File: src/rtl/core/itp_pkg.sv
// Package for the IP/TCP header parser: field widths, family codes, header constants
// and the capture state record shared by the capture stage and the top level.
// No dependencies.
package itp_pkg;

  localparam int POS_W = 16;
  localparam int unsigned MAX_PACKET_BYTES = 65535;

  localparam logic [1:0] FAM_IPV4 = 2'd0;
  localparam logic [1:0] FAM_IPV6 = 2'd1;

  localparam logic [7:0] VER_MASK   = 8'hf0;
  localparam logic [7:0] VER6_CODE  = 8'h60;
  localparam logic [3:0] VER4       = 4'd4;
  localparam logic [7:0] PROTO_TCP  = 8'd6;
  localparam logic [5:0] MIN_HDR    = 6'd20;
  localparam logic [5:0] V6_HDR     = 6'd40;

  typedef struct packed {
    logic [POS_W-1:0] byte_position;
    logic [1:0]       family_latched;
    logic [5:0]       ip_header_bytes;
    logic [3:0]       ip_version;
    logic [7:0]       ip_protocol;
    logic [12:0]      fragment_offset;
    logic [3:0]       tcp_data_offset;
    logic [15:0]      source_port;
    logic [15:0]      dest_port;
    logic [31:0]      sequence_number;
    logic [7:0]       flags;
    logic             too_long;
  } hdr_state_t;

  typedef struct packed {
    logic        valid_res;
    logic [5:0]  ip_header_len;
    logic [5:0]  tcp_header_len;
    logic [15:0] payload_len;
    logic [31:0] sequence_number;
    logic [15:0] source_port;
    logic [15:0] dest_port;
    logic [7:0]  tcp_flag_bits;
  } result_t;

endpackage

File: src/rtl/core/itp_if.sv
// Valid/ready channels of the IP/TCP header parser: byte requests in, results out.
// No dependencies.
interface itp_byte_if;
  logic       valid;
  logic       ready;
  logic [7:0] data_byte;
  logic [1:0] family;
  logic       last_byte;

  modport source (output valid, data_byte, family, last_byte, input ready);
  modport sink (input valid, data_byte, family, last_byte, output ready);
endinterface

interface itp_result_if;
  logic        valid;
  logic        ready;
  logic        valid_res;
  logic [5:0]  ip_header_len;
  logic [5:0]  tcp_header_len;
  logic [15:0] payload_len;
  logic [31:0] sequence_number;
  logic [15:0] source_port;
  logic [15:0] dest_port;
  logic [7:0]  tcp_flag_bits;

  modport source (output valid, valid_res, ip_header_len, tcp_header_len, payload_len,
                  sequence_number, source_port, dest_port, tcp_flag_bits, input ready);
  modport sink (input valid, valid_res, ip_header_len, tcp_header_len, payload_len,
                sequence_number, source_port, dest_port, tcp_flag_bits, output ready);
endinterface

File: src/rtl/core/ip_tcp_header_parser.sv
// Top level of the IP/TCP header parser: capture stage, header checks and result register.
// Depends on itp_pkg, itp_if (itp_byte_if, itp_result_if) and itp_capture.
//
//  channel  dir  moves                               handshake
//  data     in   data_byte, family, last_byte        valid / ready
//  result   out  valid_res, lengths, seq, ports,     valid / ready
//                flags (one per closing byte)
//
// One byte request is taken every cycle unless stalled; the result register loads
// on the closing byte and shows it in the following cycle.
// Requests are stalled only while a result sits unread and result.ready is low.
// Synchronous reset clears the capture state and the result valid.
module ip_tcp_header_parser (
  input logic          clk,
  input logic          rst,
  itp_byte_if.sink     data,
  itp_result_if.source result
);

  itp_pkg::hdr_state_t snap;
  itp_pkg::result_t    res;
  itp_pkg::result_t    res_next;
  logic                res_valid;
  logic                accept;
  logic                fam_ok;
  logic                ok;
  logic [16:0]         len;
  logic [16:0]         iphl;
  logic [5:0]          thl;
  logic [16:0]         thl_w;

  assign data.ready = !res_valid || result.ready;
  assign accept = data.valid && data.ready;

  itp_capture u_capture (
    .clk       (clk),
    .rst       (rst),
    .accept    (accept),
    .data_byte (data.data_byte),
    .family    (data.family),
    .last_byte (data.last_byte),
    .snap      (snap)
  );

  always_comb begin
    len   = {1'b0, snap.byte_position};
    iphl  = 17'(snap.ip_header_bytes);
    thl   = {snap.tcp_data_offset, 2'b00};
    thl_w = 17'(thl);
    case (snap.family_latched)
      itp_pkg::FAM_IPV4: begin
        fam_ok = (len >= 17'(itp_pkg::MIN_HDR)) && (snap.ip_version == itp_pkg::VER4) &&
                 (snap.ip_header_bytes >= itp_pkg::MIN_HDR) && (iphl <= len) &&
                 (snap.fragment_offset == '0) && (snap.ip_protocol == itp_pkg::PROTO_TCP);
      end
      itp_pkg::FAM_IPV6: begin
        fam_ok = (len >= 17'(itp_pkg::V6_HDR)) &&
                 (({snap.ip_version, 4'b0000} & itp_pkg::VER_MASK) == itp_pkg::VER6_CODE) &&
                 (snap.ip_protocol == itp_pkg::PROTO_TCP);
      end
      default: fam_ok = 1'b0;
    endcase
    ok = !snap.too_long && fam_ok && (iphl + 17'(itp_pkg::MIN_HDR) <= len) &&
         (thl >= itp_pkg::MIN_HDR) && (iphl + thl_w <= len);
    res_next = '0;
    if (ok) begin
      res_next.valid_res       = 1'b1;
      res_next.ip_header_len   = snap.ip_header_bytes;
      res_next.tcp_header_len  = thl;
      res_next.payload_len     = 16'(len - iphl - thl_w);
      res_next.sequence_number = snap.sequence_number;
      res_next.source_port     = snap.source_port;
      res_next.dest_port       = snap.dest_port;
      res_next.tcp_flag_bits   = snap.flags;
    end
  end

  always_ff @(posedge clk) begin
    if (rst) begin
      res_valid <= 1'b0;
    end else if (accept && data.last_byte) begin
      res_valid <= 1'b1;
    end else if (result.ready) begin
      res_valid <= 1'b0;
    end
  end

  always_ff @(posedge clk) begin
    if (accept && data.last_byte) begin
      res <= res_next;
    end
  end

  assign result.valid           = res_valid;
  assign result.valid_res       = res.valid_res;
  assign result.ip_header_len   = res.ip_header_len;
  assign result.tcp_header_len  = res.tcp_header_len;
  assign result.payload_len     = res.payload_len;
  assign result.sequence_number = res.sequence_number;
  assign result.source_port     = res.source_port;
  assign result.dest_port       = res.dest_port;
  assign result.tcp_flag_bits   = res.tcp_flag_bits;

endmodule

File: src/rtl/core/itp_capture.sv
// Per-byte field capture of the IP/TCP header parser: position counter and header fields.
// Depends on itp_pkg.
module itp_capture (
  input  logic                   clk,
  input  logic                   rst,
  input  logic                   accept,
  input  logic [7:0]             data_byte,
  input  logic [1:0]             family,
  input  logic                   last_byte,
  output itp_pkg::hdr_state_t    snap
);

  itp_pkg::hdr_state_t hdr;
  itp_pkg::hdr_state_t hdr_next;
  logic [itp_pkg::POS_W-1:0] pos;
  logic [itp_pkg::POS_W-1:0] rel;

  always_comb begin
    hdr_next = hdr;
    pos = hdr.byte_position;
    rel = pos - itp_pkg::POS_W'(hdr_next.ip_header_bytes);
    if (pos >= itp_pkg::POS_W'(itp_pkg::MAX_PACKET_BYTES)) begin
      hdr_next.too_long = 1'b1;
    end else begin
      if (pos == '0) begin
        hdr_next.family_latched = family;
        hdr_next.ip_version = data_byte[7:4];
        case (family)
          itp_pkg::FAM_IPV4: hdr_next.ip_header_bytes = {data_byte[3:0], 2'b00};
          itp_pkg::FAM_IPV6: hdr_next.ip_header_bytes = itp_pkg::V6_HDR;
          default:           hdr_next.ip_header_bytes = '0;
        endcase
      end
      case (hdr_next.family_latched)
        itp_pkg::FAM_IPV4: begin
          if (pos == itp_pkg::POS_W'(6)) begin
            hdr_next.fragment_offset[12:8] = data_byte[4:0];
          end else if (pos == itp_pkg::POS_W'(7)) begin
            hdr_next.fragment_offset[7:0] = data_byte;
          end else if (pos == itp_pkg::POS_W'(9)) begin
            hdr_next.ip_protocol = data_byte;
          end
        end
        itp_pkg::FAM_IPV6: begin
          if (pos == itp_pkg::POS_W'(6)) begin
            hdr_next.ip_protocol = data_byte;
          end
        end
        default: ;
      endcase
      rel = pos - itp_pkg::POS_W'(hdr_next.ip_header_bytes);
      if (pos >= itp_pkg::POS_W'(hdr_next.ip_header_bytes)) begin
        if (rel < itp_pkg::POS_W'(2)) begin
          hdr_next.source_port = {hdr.source_port[7:0], data_byte};
        end else if (rel < itp_pkg::POS_W'(4)) begin
          hdr_next.dest_port = {hdr.dest_port[7:0], data_byte};
        end else if (rel < itp_pkg::POS_W'(8)) begin
          hdr_next.sequence_number = {hdr.sequence_number[23:0], data_byte};
        end else if (rel == itp_pkg::POS_W'(12)) begin
          hdr_next.tcp_data_offset = data_byte[7:4];
        end else if (rel == itp_pkg::POS_W'(13)) begin
          hdr_next.flags = data_byte;
        end
      end
      hdr_next.byte_position = pos + itp_pkg::POS_W'(1);
    end
  end

  // clear after the closing byte so the next datagram starts fresh
  always_ff @(posedge clk) begin
    if (rst) begin
      hdr <= '0;
    end else if (accept) begin
      if (last_byte) begin
        hdr <= '0;
      end else begin
        hdr <= hdr_next;
      end
    end
  end

  assign snap = hdr_next;

endmodule

File: src/flat_wrapper.sv
// flat-port wrapper written by rule: the top's interface ports become plain ports
module ip_tcp_header_parser_flat 
  (clk, rst, data_valid, data_data_byte, data_family, data_last_byte, data_ready, result_valid, result_valid_res, result_ip_header_len, result_tcp_header_len, result_payload_len, result_sequence_number, result_source_port, result_dest_port, result_tcp_flag_bits, result_ready);
  itp_byte_if data_i ();
  itp_result_if result_i ();
  input logic clk;
  input logic rst;
  input wire logic [$bits(data_i.valid)-1:0] data_valid;
  input wire logic [$bits(data_i.data_byte)-1:0] data_data_byte;
  input wire logic [$bits(data_i.family)-1:0] data_family;
  input wire logic [$bits(data_i.last_byte)-1:0] data_last_byte;
  output wire logic [$bits(data_i.ready)-1:0] data_ready;
  output wire logic [$bits(result_i.valid)-1:0] result_valid;
  output wire logic [$bits(result_i.valid_res)-1:0] result_valid_res;
  output wire logic [$bits(result_i.ip_header_len)-1:0] result_ip_header_len;
  output wire logic [$bits(result_i.tcp_header_len)-1:0] result_tcp_header_len;
  output wire logic [$bits(result_i.payload_len)-1:0] result_payload_len;
  output wire logic [$bits(result_i.sequence_number)-1:0] result_sequence_number;
  output wire logic [$bits(result_i.source_port)-1:0] result_source_port;
  output wire logic [$bits(result_i.dest_port)-1:0] result_dest_port;
  output wire logic [$bits(result_i.tcp_flag_bits)-1:0] result_tcp_flag_bits;
  input wire logic [$bits(result_i.ready)-1:0] result_ready;
  assign data_i.valid = data_valid;
  assign data_i.data_byte = data_data_byte;
  assign data_i.family = data_family;
  assign data_i.last_byte = data_last_byte;
  assign data_ready = data_i.ready;
  assign result_valid = result_i.valid;
  assign result_valid_res = result_i.valid_res;
  assign result_ip_header_len = result_i.ip_header_len;
  assign result_tcp_header_len = result_i.tcp_header_len;
  assign result_payload_len = result_i.payload_len;
  assign result_sequence_number = result_i.sequence_number;
  assign result_source_port = result_i.source_port;
  assign result_dest_port = result_i.dest_port;
  assign result_tcp_flag_bits = result_i.tcp_flag_bits;
  assign result_i.ready = result_ready;
  ip_tcp_header_parser u_core (.clk(clk), .rst(rst), .data(data_i), .result(result_i));
endmodule
File: config.mk
export PLATFORM = sky130hd
export DESIGN_NAME = ip_tcp_header_parser_flat
export DESIGN_NICKNAME = d
export VERILOG_FILES = /design/src/rtl/core/itp_pkg.sv /design/src/rtl/core/itp_if.sv /design/src/rtl/core/ip_tcp_header_parser.sv /design/src/rtl/core/itp_capture.sv /design/src/flat_wrapper.sv
export SDC_FILE = /design/constraint.sdc
export NUM_CORES = 1
export LEC_CHECK = 0
export BUFFER_PORTS_ARGS = -buffer_cell sky130_fd_sc_hd__buf_2
export CAP_MARGIN = 10
export CELL_PAD_IN_SITES_DETAIL_PLACEMENT = 1
export CELL_PAD_IN_SITES_GLOBAL_PLACEMENT = 2
export CORE_AREA = 2 2 137 239
export DETAILED_ROUTE_END_ITERATION = 8
export DIE_AREA = 0 0 139 241
export PLACE_DENSITY = 0.9
export SYNTH_ARGS = -nofsm -noshare
export SYNTH_HDL_FRONTEND = slang
export SYNTH_HIERARCHICAL = 1
export SYNTH_SLANG_ARGS = --single-unit
File: constraint.sdc
create_clock -name clk -period 9.7 [get_ports clk]
set_input_delay 1.94 -clock clk [delete_from_list [all_inputs] [get_ports clk]]
set_output_delay 1.94 -clock clk [all_outputs]
set_load 0.05 [all_outputs]
# Word-level counts from Yosys, hierarchy flattened
# Cells that the tools add are included.
[totals] inputBits=15 regBits=228 wordCells=105
[classes] add_sub_neg=6 n_eq_ne=11 n_reduce_logical=22 mux=32 order_cmp=12
[op_table] cell="126-bit two-way mux" n=1
[op_table] cell="125-bit two-way mux" n=1
[op_table] cell="101-bit two-way mux" n=1
[op_table] cell="76-bit two-way mux" n=1
[op_table] cell="8-bit two-way mux" n=9
[op_table] cell="56-bit two-way mux" n=1
[op_table] cell="16-bit by 4-bit equality test with 1-bit output (second input constant)" n=3
[op_table] cell="16-bit by 6-bit subtractor with 16-bit output" n=3
[op_table] cell="40-bit two-way mux" n=1
[op_table] cell="17-bit by 16-bit less-or-equal comparator with 1-bit output" n=2
[op_table] cell="16-bit by 3-bit equality test with 1-bit output (second input constant)" n=2
[op_table] cell="16-bit two-way mux" n=2
[op_table] cell="32-bit two-way mux" n=1
[op_table] cell="12-bit two-way mux" n=2
[op_table] cell="16-bit by 1-bit adder with 16-bit output (second input constant)" n=1
[op_table] cell="16-bit greater-or-equal comparator (second input constant)" n=1
[op_table] cell="16-bit by 5-bit greater-or-equal comparator with 1-bit output (second input constant)" n=1
[op_table] cell="16-bit by 6-bit greater-or-equal comparator with 1-bit output" n=1
[op_table] cell="16-bit by 6-bit greater-or-equal comparator with 1-bit output (second input constant)" n=1
[op_table] cell="6-bit by 16-bit less-or-equal comparator with 1-bit output" n=1
[op_table] cell="16-bit zero test" n=1
[op_table] cell="16-bit by 2-bit less-than comparator with 1-bit output (second input constant)" n=1
[op_table] cell="16-bit by 3-bit less-than comparator with 1-bit output (second input constant)" n=1
[op_table] cell="16-bit by 4-bit less-than comparator with 1-bit output (second input constant)" n=1
[op_table] cell="other kinds (19)" n=43

# Logic depth before layout (Yosys ltp)
# Gate-level depths: netlist of the first run.
[depth] word_depth=25 mapped_depth=33 ltp_nobuf=27

# Cells and area by module
# The synthesis of the first run kept the hierarchy.
[modules_own_cells] mod="itp_capture" area_per_inst_um2=6851.6 n_inst=1 cells_per_inst=755
[modules_own_cells] mod="ip_tcp_header_parser" area_per_inst_um2=5318.9 n_inst=1 cells_per_inst=407

# Worst setup path before layout of the first run
# No wires, ideal clock.
[synth_path] kind="input -> register" from="input data_family[1]" to="register u_core.res (netlist bit u_core/result.dest_port[10]) (data pin)" setup_slack_ps=1764 stages=26 arrival_time_ps=7667 n_path_buf=4 setup_ps=268 cell_sequence="nor2_1 > nand3_1 > o21ai_0 > inv_1 > ha_1 > clkbuf_1 > a21o_1 > a211oi_1 > a21bo_2 > nand4_1 > or3_1 > clkbuf_1 > buf_2 > nor2_2 > mux2_2 > ha_1 > fa_1 > a21o_1 > a21o_1 > ha_1 > or3b_2 > a31oi_1 > o311ai_2 > nand4_2 > clkbuf_1 > nor3b_1"
[synth_rtl] element="from (decl)" line_no="flat_wrapper.sv:10" text="input wire logic [$bits(data_i.family)-1:0] data_family;"
[synth_rtl] element="to (signal assigned)" line_no="ip_tcp_header_parser.sv:90" text="res <= res_next;"
[synth_rtl] element="to (decl)" line_no="ip_tcp_header_parser.sv:21" text="itp_pkg::result_t res;"

==> results of run 1 <==
## routing by layer
metal | share of wire (%) | vias up | GRT usage, % | wire length, microns
li1 | - | 4452 | - | -
met1 | 38 | 4702 | 22.4 | 13400
met2 | 55 | 199 | 40.6 | 19400
met3 | 3.1 | 68 | 2.26 | 1100
met4 | 3.5 | 2 | 8.11 | 1220
met5 | 0.034 | - | 0 | 12
## registers in the layout (all words and copies together), names as in the netlist
register,flops
u_core/u_capture/hdr,110
u_core/result.valid,1
u_core/u_capture/pos,16
u_core/result.valid_res,1
u_core/result.tcp_header_len,4
u_core/result.dest_port,16
u_core/result.tcp_flag_bits,8
u_core/result.payload_len,16
u_core/result.sequence_number,32
u_core/result.ip_header_len,6
u_core/result.source_port,16
## worst max-delay path: cells and delay by family (launching register included)
family | cells | cell delay [ps]
and+or+nand+nor | 11 | 3770
AOI/OAI and AO/OA | 7 | 1440
adders and majority gates | 4 | 1240
buffers and inverters | 4 | 930
muxes | 1 | 420
DFF | 1 | 370
## cells by family after synthesis
logic type	count (synthesis)	share of synthesized area [%]
xor gates and xnor gates	29	2.09
other	1	0.0308
buffers and inverters	131	4.77
AOI/OAI and AO/OA	220	13.2
muxes	101	9.33
adders and majority gates	52	5.78
DFF	226	45.3
and+or+nand+nor	402	19.5
## worst min path at each step
| stage | start | to | slack [ps] | cells after the start |
|---|---|---|---|---|
| 2_1_floorplan | u_core/u_capture/hdr[0] | u_core/u_capture/hdr[0] | 420 | 2 |
| 4_1_cts | u_core/u_capture/hdr[0] | u_core/u_capture/hdr[0] | 460 | 2 |
| 5_1_grt | u_core/u_capture/hdr[80] | u_core/u_capture/hdr[80] | 490 | 1 |
| 3_3_place_gp | u_core/u_capture/hdr[0] | u_core/u_capture/hdr[0] | 430 | 2 |
| 3_5_place_dp | u_core/u_capture/hdr[0] | u_core/u_capture/hdr[0] | 440 | 2 |
| 6_report | u_core/u_capture/hdr[0] | u_core/u_capture/hdr[0] | 460 | 2 |
## stage by stage
| stage | cells | power (uW) |
|---|---|---|
| 6_report | 1652 | 2090 |
| 5_1_grt | 1651 | 2160 |
| 4_1_cts | 1651 | 2110 |
| 3_5_place_dp | 1611 | 1290 |
| 3_3_place_gp | 1611 | 1290 |
| 2_1_floorplan | 1163 | 1230 |
## cell type report
cell class	count	area share, %
antenna	1	0.0182
clock buffer	36	4.70
clock inverter	4	0.164
inverter	47	1.30
multi-input combinational	806	44.6
sequential	226	40.2
tap	396	3.61
timing repair buffer	136	5.44
## cell usage in the layout, fill, tap and decap left out, types with 8 or more instances in the layout
master,netlist,layout
dfxtp_1,127,127
buf_2,22,115
mux2_2,100,100
edfxtp_1,99,99
nor3b_1,75,75
nand2_1,72,71
nor2_1,67,66
o21ai_0,55,55
a22o_1,54,54
inv_1,47,46
ha_1,45,45
nor3_1,32,32
nand4_1,30,30
nand3_1,28,28
clkbuf_16,0,23
buf_4,4,20
a22oi_1,20,20
a21oi_1,19,19
xnor2_1,18,18
nor4_1,13,13
nor3_2,12,12
clkbuf_1,51,11
nand2b_1,11,11
xor2_1,11,10
a21o_1,10,10
nand3b_1,9,9
o22ai_1,8,8
## power by group through the flow
stage | clock network, uW | registers, uW | logic [uW]
4_1_cts | 838 | 1010 | 260
3_3_place_gp | 0 | 1030 | 256
2_1_floorplan | 0 | 1090 | 136
5_1_grt | 867 | 1020 | 279
6_report | 817 | 1010 | 260
3_5_place_dp | 0 | 1030 | 259
==> run_results.csv, run 1 <==
group,metric,value,unit
placement,pre_cts_ws,1070,ps
cells_and_area,final_nets,1306,
critical_path,crit_required,9920,ps
drt,dr.pass1.iters,4,
cts,clock_path_buffers,3,
sta,relSlewSlack,21.2,%
drt,drtAntennaViolNets,0,
sta,setup-tns-final,0,ps
drt,wl,35100,microns
yosys,synth_area,12200,sq um
yosys,synthCells,1162,
power,p_leak,0.00511,uW
sta,setup_slack,1140,ps
critical_path,r2r-start,"u_core/u_capture/pos[13]",
grt,first_global_vias,9909,
critical_path,worst_ep_arrival_time,8780,ps
cells_and_area,fin_area,13700,sq um
yosys,synth_cell_types,78,
cts,cts_root_buffer,"clkbuf_16",
drt,route.detailed.drc,0,
grt,grt_overflow_total,0,
cells_and_area,syn2layout_area_growth,12.7,%
critical_path,path_class,"reg -> reg",
sta,slew_viol_final,0,
cells_and_area,regArea,5520,sq um
power,switching_share,26.9,%
power,ir_drop,102,uV
floorplanning,die_h,241,microns
yosys,ys.flop_type,"dfxtp_1",
cts,cts_setup_buffers,0,
placement,placement.cell_area,13000,sq um
cells_and_area,nFillCells,3519,
cts,cts.clk_slew.worst_paths,60,ps
sta,tightest_slew,1170,ps
yosys,syn_area_per_cell,10.5,sq um
yosys,seq_area_frac_synth,45.3,%
critical_path,r2r_slack,1140,ps
floorplanning,floorplan.initialDensity,38.7,%
cts,cts_resized,0,
critical_path,crit_slowest_cell,"nor4_1",
sta,whs,460,ps
yosys,synth.area.top_cells,"edfxtp_1 24%, dfxtp_1 21%, mux2_2 9.3%, ha_1 4.6%, nor3b_1 4.6%",
drt,wl_per_cell,21.2,microns
cells_and_area,utilization,43.7,%
cts,cts_buffers,22,
critical_path,reg2reg_to,"u_core/result.payload_len[6]",
power,clkPwrFrac,39.1,%
sta,fin_skew,10.4,ps
drt,first_iter_violations,440,
power,total_switching_power,562,uW
critical_path,crit_path_max_incr_delay,630,ps
placement,port_buffers,115,
power,p_seq_share,48.5,%
floorplanning,ios,118,
power,power_density,152,nW/um^2
drt,viasPerCell,5.70,
sta,grt_setup_unrepaired,"false",
sta,fin_crit,8560,ps
sta,finalHoldViolCount,0,
sta,timing.final.crit_share,88.3,%
placement,place_hpwl,25100,microns
cts,cts.sinks,226,
floorplanning,std_cell_rows,86,
grt,grtUsageTotal,20.7,%
grt,antenna_found_initial,2,
worst_hold_path,min_path_type,"reg -> reg",
critical_path,start_kind,"flip-flop",
yosys,ys_ff_latch,226,
critical_path,cpMostUsedCell,"ha_1",
critical_path,path_max_fanout,86,
outcome,status,"complete, no violations",
cells_and_area,drive_gt1_share,24.5,%
critical_path,critPathCapture,"u_core/result.payload_len[6]",
drt,dr_total_vias,9423,
critical_path,end_kind,"flip-flop",
grt,grt_pass1_wl,55300,microns
power,p_int,1530,uW
yosys,yosysMostFrequentCell,"dfxtp_1",
yosys,synth_edf_count,99,
yosys,yosysTopAreaCellShare,24.4,%
critical_path,startpoint,"u_core/u_capture/pos[13]",
run,drv_cap,0,
grt,grt_start_max_net_pins,87,
yosys,synth_top_area_cell,"edfxtp_1",
yosys,yosysWarnings,6,
placement,gp_congestion,0.867,
cts,cts_tree,"done",
yosys,async_flop_share,0,%
critical_path,ff2ff_path_depth,27,
sta,max_freq,0.117,GHz
cells_and_area,multiInputGateArea,6110,sq um
cts,insertion_delay,510,ps
power,p_comb_share,12.4,%
floorplanning,die_w,139,microns
floorplanning,die_area,33500,sq um
sta,setup_viol,0,
cts,h-tree-depth,1,
cts,hold_buffers,0,
yosys,synthTopCellsByCount,"127 x dfxtp_1, 100 x mux2_2, 99 x edfxtp_1",
floorplanning,core_area,31400,sq um
(Power assumes the default switching activity.)
==> run 2: changes to the inputs <==
Settings changed: CORE_AREA 2 2 137 239 to 2 2 153 215, DIE_AREA 0 0 139 241 to 0 0 155 217, SETUP_SLACK_MARGIN set to 0.15.
==> run_results.csv, run 2 (synthesis results as in run 1) <==
group,metric,value,unit
worst_hold_path,min_path_type,"reg -> reg",
cts,cts.clk_slew.worst_paths,70,ps
drt,dr_total_vias,9487,
sta,tightest_slew,1110,ps
drt,wl_per_cell,20.7,microns
floorplanning,die_w,155,microns
cts,clock_path_buffers,3,
drt,wl,34400,microns
sta,fin_skew,13.3,ps
floorplanning,std_cell_rows,78,
sta,grt_setup_unrepaired,"false",
sta,finalHoldViolCount,0,
critical_path,r2r-start,"u_core/u_capture/pos[7]",
cts,cts.sinks,226,
cells_and_area,largest_register,"u_core/u_capture/hdr",
power,ir_drop,122,uV
critical_path,end_kind,"flip-flop",
critical_path,reg2reg_to,"u_core/result.source_port[1]",
worst_hold_path,min_from,"u_core/u_capture/hdr[0]",
cts,cts_setup_buffers,0,
critical_path,start_kind,"flip-flop",
placement,placement.cell_area,13100,sq um
drt,drtAntennaViolNets,0,
critical_path,r2r_slack,1060,ps
floorplanning,die_area,33600,sq um
power,clkPwrFrac,43.0,%
floorplanning,floorplan.initialDensity,38.1,%
critical_path,critPathCapture,"u_core/result.source_port[1]",
grt,antenna_found_initial,2,
power,p_seq_share,45.3,%
cells_and_area,drive_gt1_share,25.4,%
floorplanning,ios,118,
grt,grtUsageTotal,20.3,%
sta,fin_crit,8640,ps
floorplanning,core_area,31900,sq um
cts,cts_buffers,23,
sta,setup-tns-final,0,ps
power,p_comb_share,11.7,%
grt,grt_start_max_net_pins,58,
critical_path,worst_ep_arrival_time,8970,ps
drt,viasPerCell,5.72,
cells_and_area,nFillCells,3525,
cells_and_area,final_nets,1309,
sta,timing.final.crit_share,89.1,%
critical_path,path_class,"reg -> reg",
run,drv_cap,0,
placement,port_buffers,115,
critical_path,crit_required,10030,ps
grt,first_global_vias,9887,
power,switching_share,26.6,%
drt,first_iter_violations,542,
cts,cts_root_buffer,"clkbuf_16",
critical_path,ff2ff_path_depth,25,
drt,dr.pass1.iters,4,
placement,gp_congestion,0.938,
cells_and_area,syn2layout_area_growth,14.1,%
placement,place_hpwl,23600,microns
cts,cts_tree,"done",
outcome,status,"complete, no violations",
cts,h-tree-depth,1,
cells_and_area,largest_reg_flops,110,
power,power_density,161,nW/um^2
sta,relSlewSlack,25.2,%
cts,hold_buffers,0,
cts,cts_resized,0,
sta,whs,464,ps
drt,route.detailed.drc,0,
sta,max_freq,0.116,GHz
power,p_leak,0.00519,uW
cells_and_area,layout_commonest_cell,"dfxtp_1",
cells_and_area,final_cell_mix,"127 x dfxtp_1, 115 x buf_2, 100 x mux2_2",
sta,slew_viol_final,0,
power,p_int,1640,uW
critical_path,startpoint,"u_core/u_capture/pos[7]",
critical_path,path_max_fanout,57,
cts,insertion_delay,520,ps
power,total_switching_power,595,uW
floorplanning,die_h,217,microns
cells_and_area,fin_area,13900,sq um
cells_and_area,num_antenna_cells,0,
grt,grt_overflow_total,0,
grt,grt_pass1_wl,55100,microns
sta,setup_viol,0,
## run 2: layer usage
metal | track usage (%) | routed length [microns]
met1 | 25.0 | 14600
met2 | 36.2 | 17400
met3 | 2.83 | 1400
met4 | 7.04 | 927
met5 | 0 | 27
## run 2: final cells by class
class / count / area, sq um / share of cell area, %
Timing Repair Buffer: 138 / 761 / 5.48
Tap cell: 400 / 500 / 3.60
Clock inverter: 14 / 196 / 1.41
Multi-Input combinational cell: 806 / 6110 / 44.0
Sequential cell: 226 / 5520 / 39.7
Clock buffer: 27 / 621 / 4.47
Inverter: 47 / 179 / 1.29
## run 2: how the worst min path moves through the flow
stage | endpoint | slack [ps] | cells after the start
6_report | u_core/u_capture/hdr[0] | 460 | 2
5_1_grt | u_core/u_capture/hdr[86] | 490 | 1
4_1_cts | u_core/u_capture/hdr[103] | 470 | 1
3_5_place_dp | u_core/u_capture/hdr[103] | 450 | 1
3_3_place_gp | u_core/u_capture/hdr[0] | 430 | 2
2_1_floorplan | u_core/u_capture/hdr[0] | 420 | 2
## run 2: critical path: stages (launching register included)
cell       delay [ps]
dfxtp_1           450
or4_4             580
nand3b_1          260
nor4b_4           470
buf_4             290
mux2_2            430
inv_1              80
ha_1              340
a211oi_1          240
o2111ai_1         190
nor4b_2           270
nand4_1           310
or3_1             550
nor2_2            230
mux2_2            410
ha_1              240
fa_1              400
a21o_1            200
a21o_1            180
ha_1              290
or3b_2            210
nand2_1            60
o311ai_2          330
nand4_4           630
buf_12            440
nor3b_1           280
## run 2: stage by stage
stage / power, uW / cells / worst slack [ps] / utilization, %
5_1_grt: 2320 / 1658 / 385 / 43.5
3_5_place_dp: 1300 / 1616 / 979 / 40.9
6_report: 2240 / 1658 / 1060 / 43.5
2_1_floorplan: 1230 / 1163 / 1760 / -
4_1_cts: 2260 / 1657 / 1030 / 43.5
3_3_place_gp: 1290 / 1616 / 1250 / 40.9
## run 2: power groups by stage
stage          logic, uW  clock network (uW)  registers (uW)
2_1_floorplan        136                   0            1090
5_1_grt              283                1020            1010
4_1_cts              262                 981            1010
6_report             263                 963            1010
3_3_place_gp         256                   0            1030
3_5_place_dp         261                   0            1030
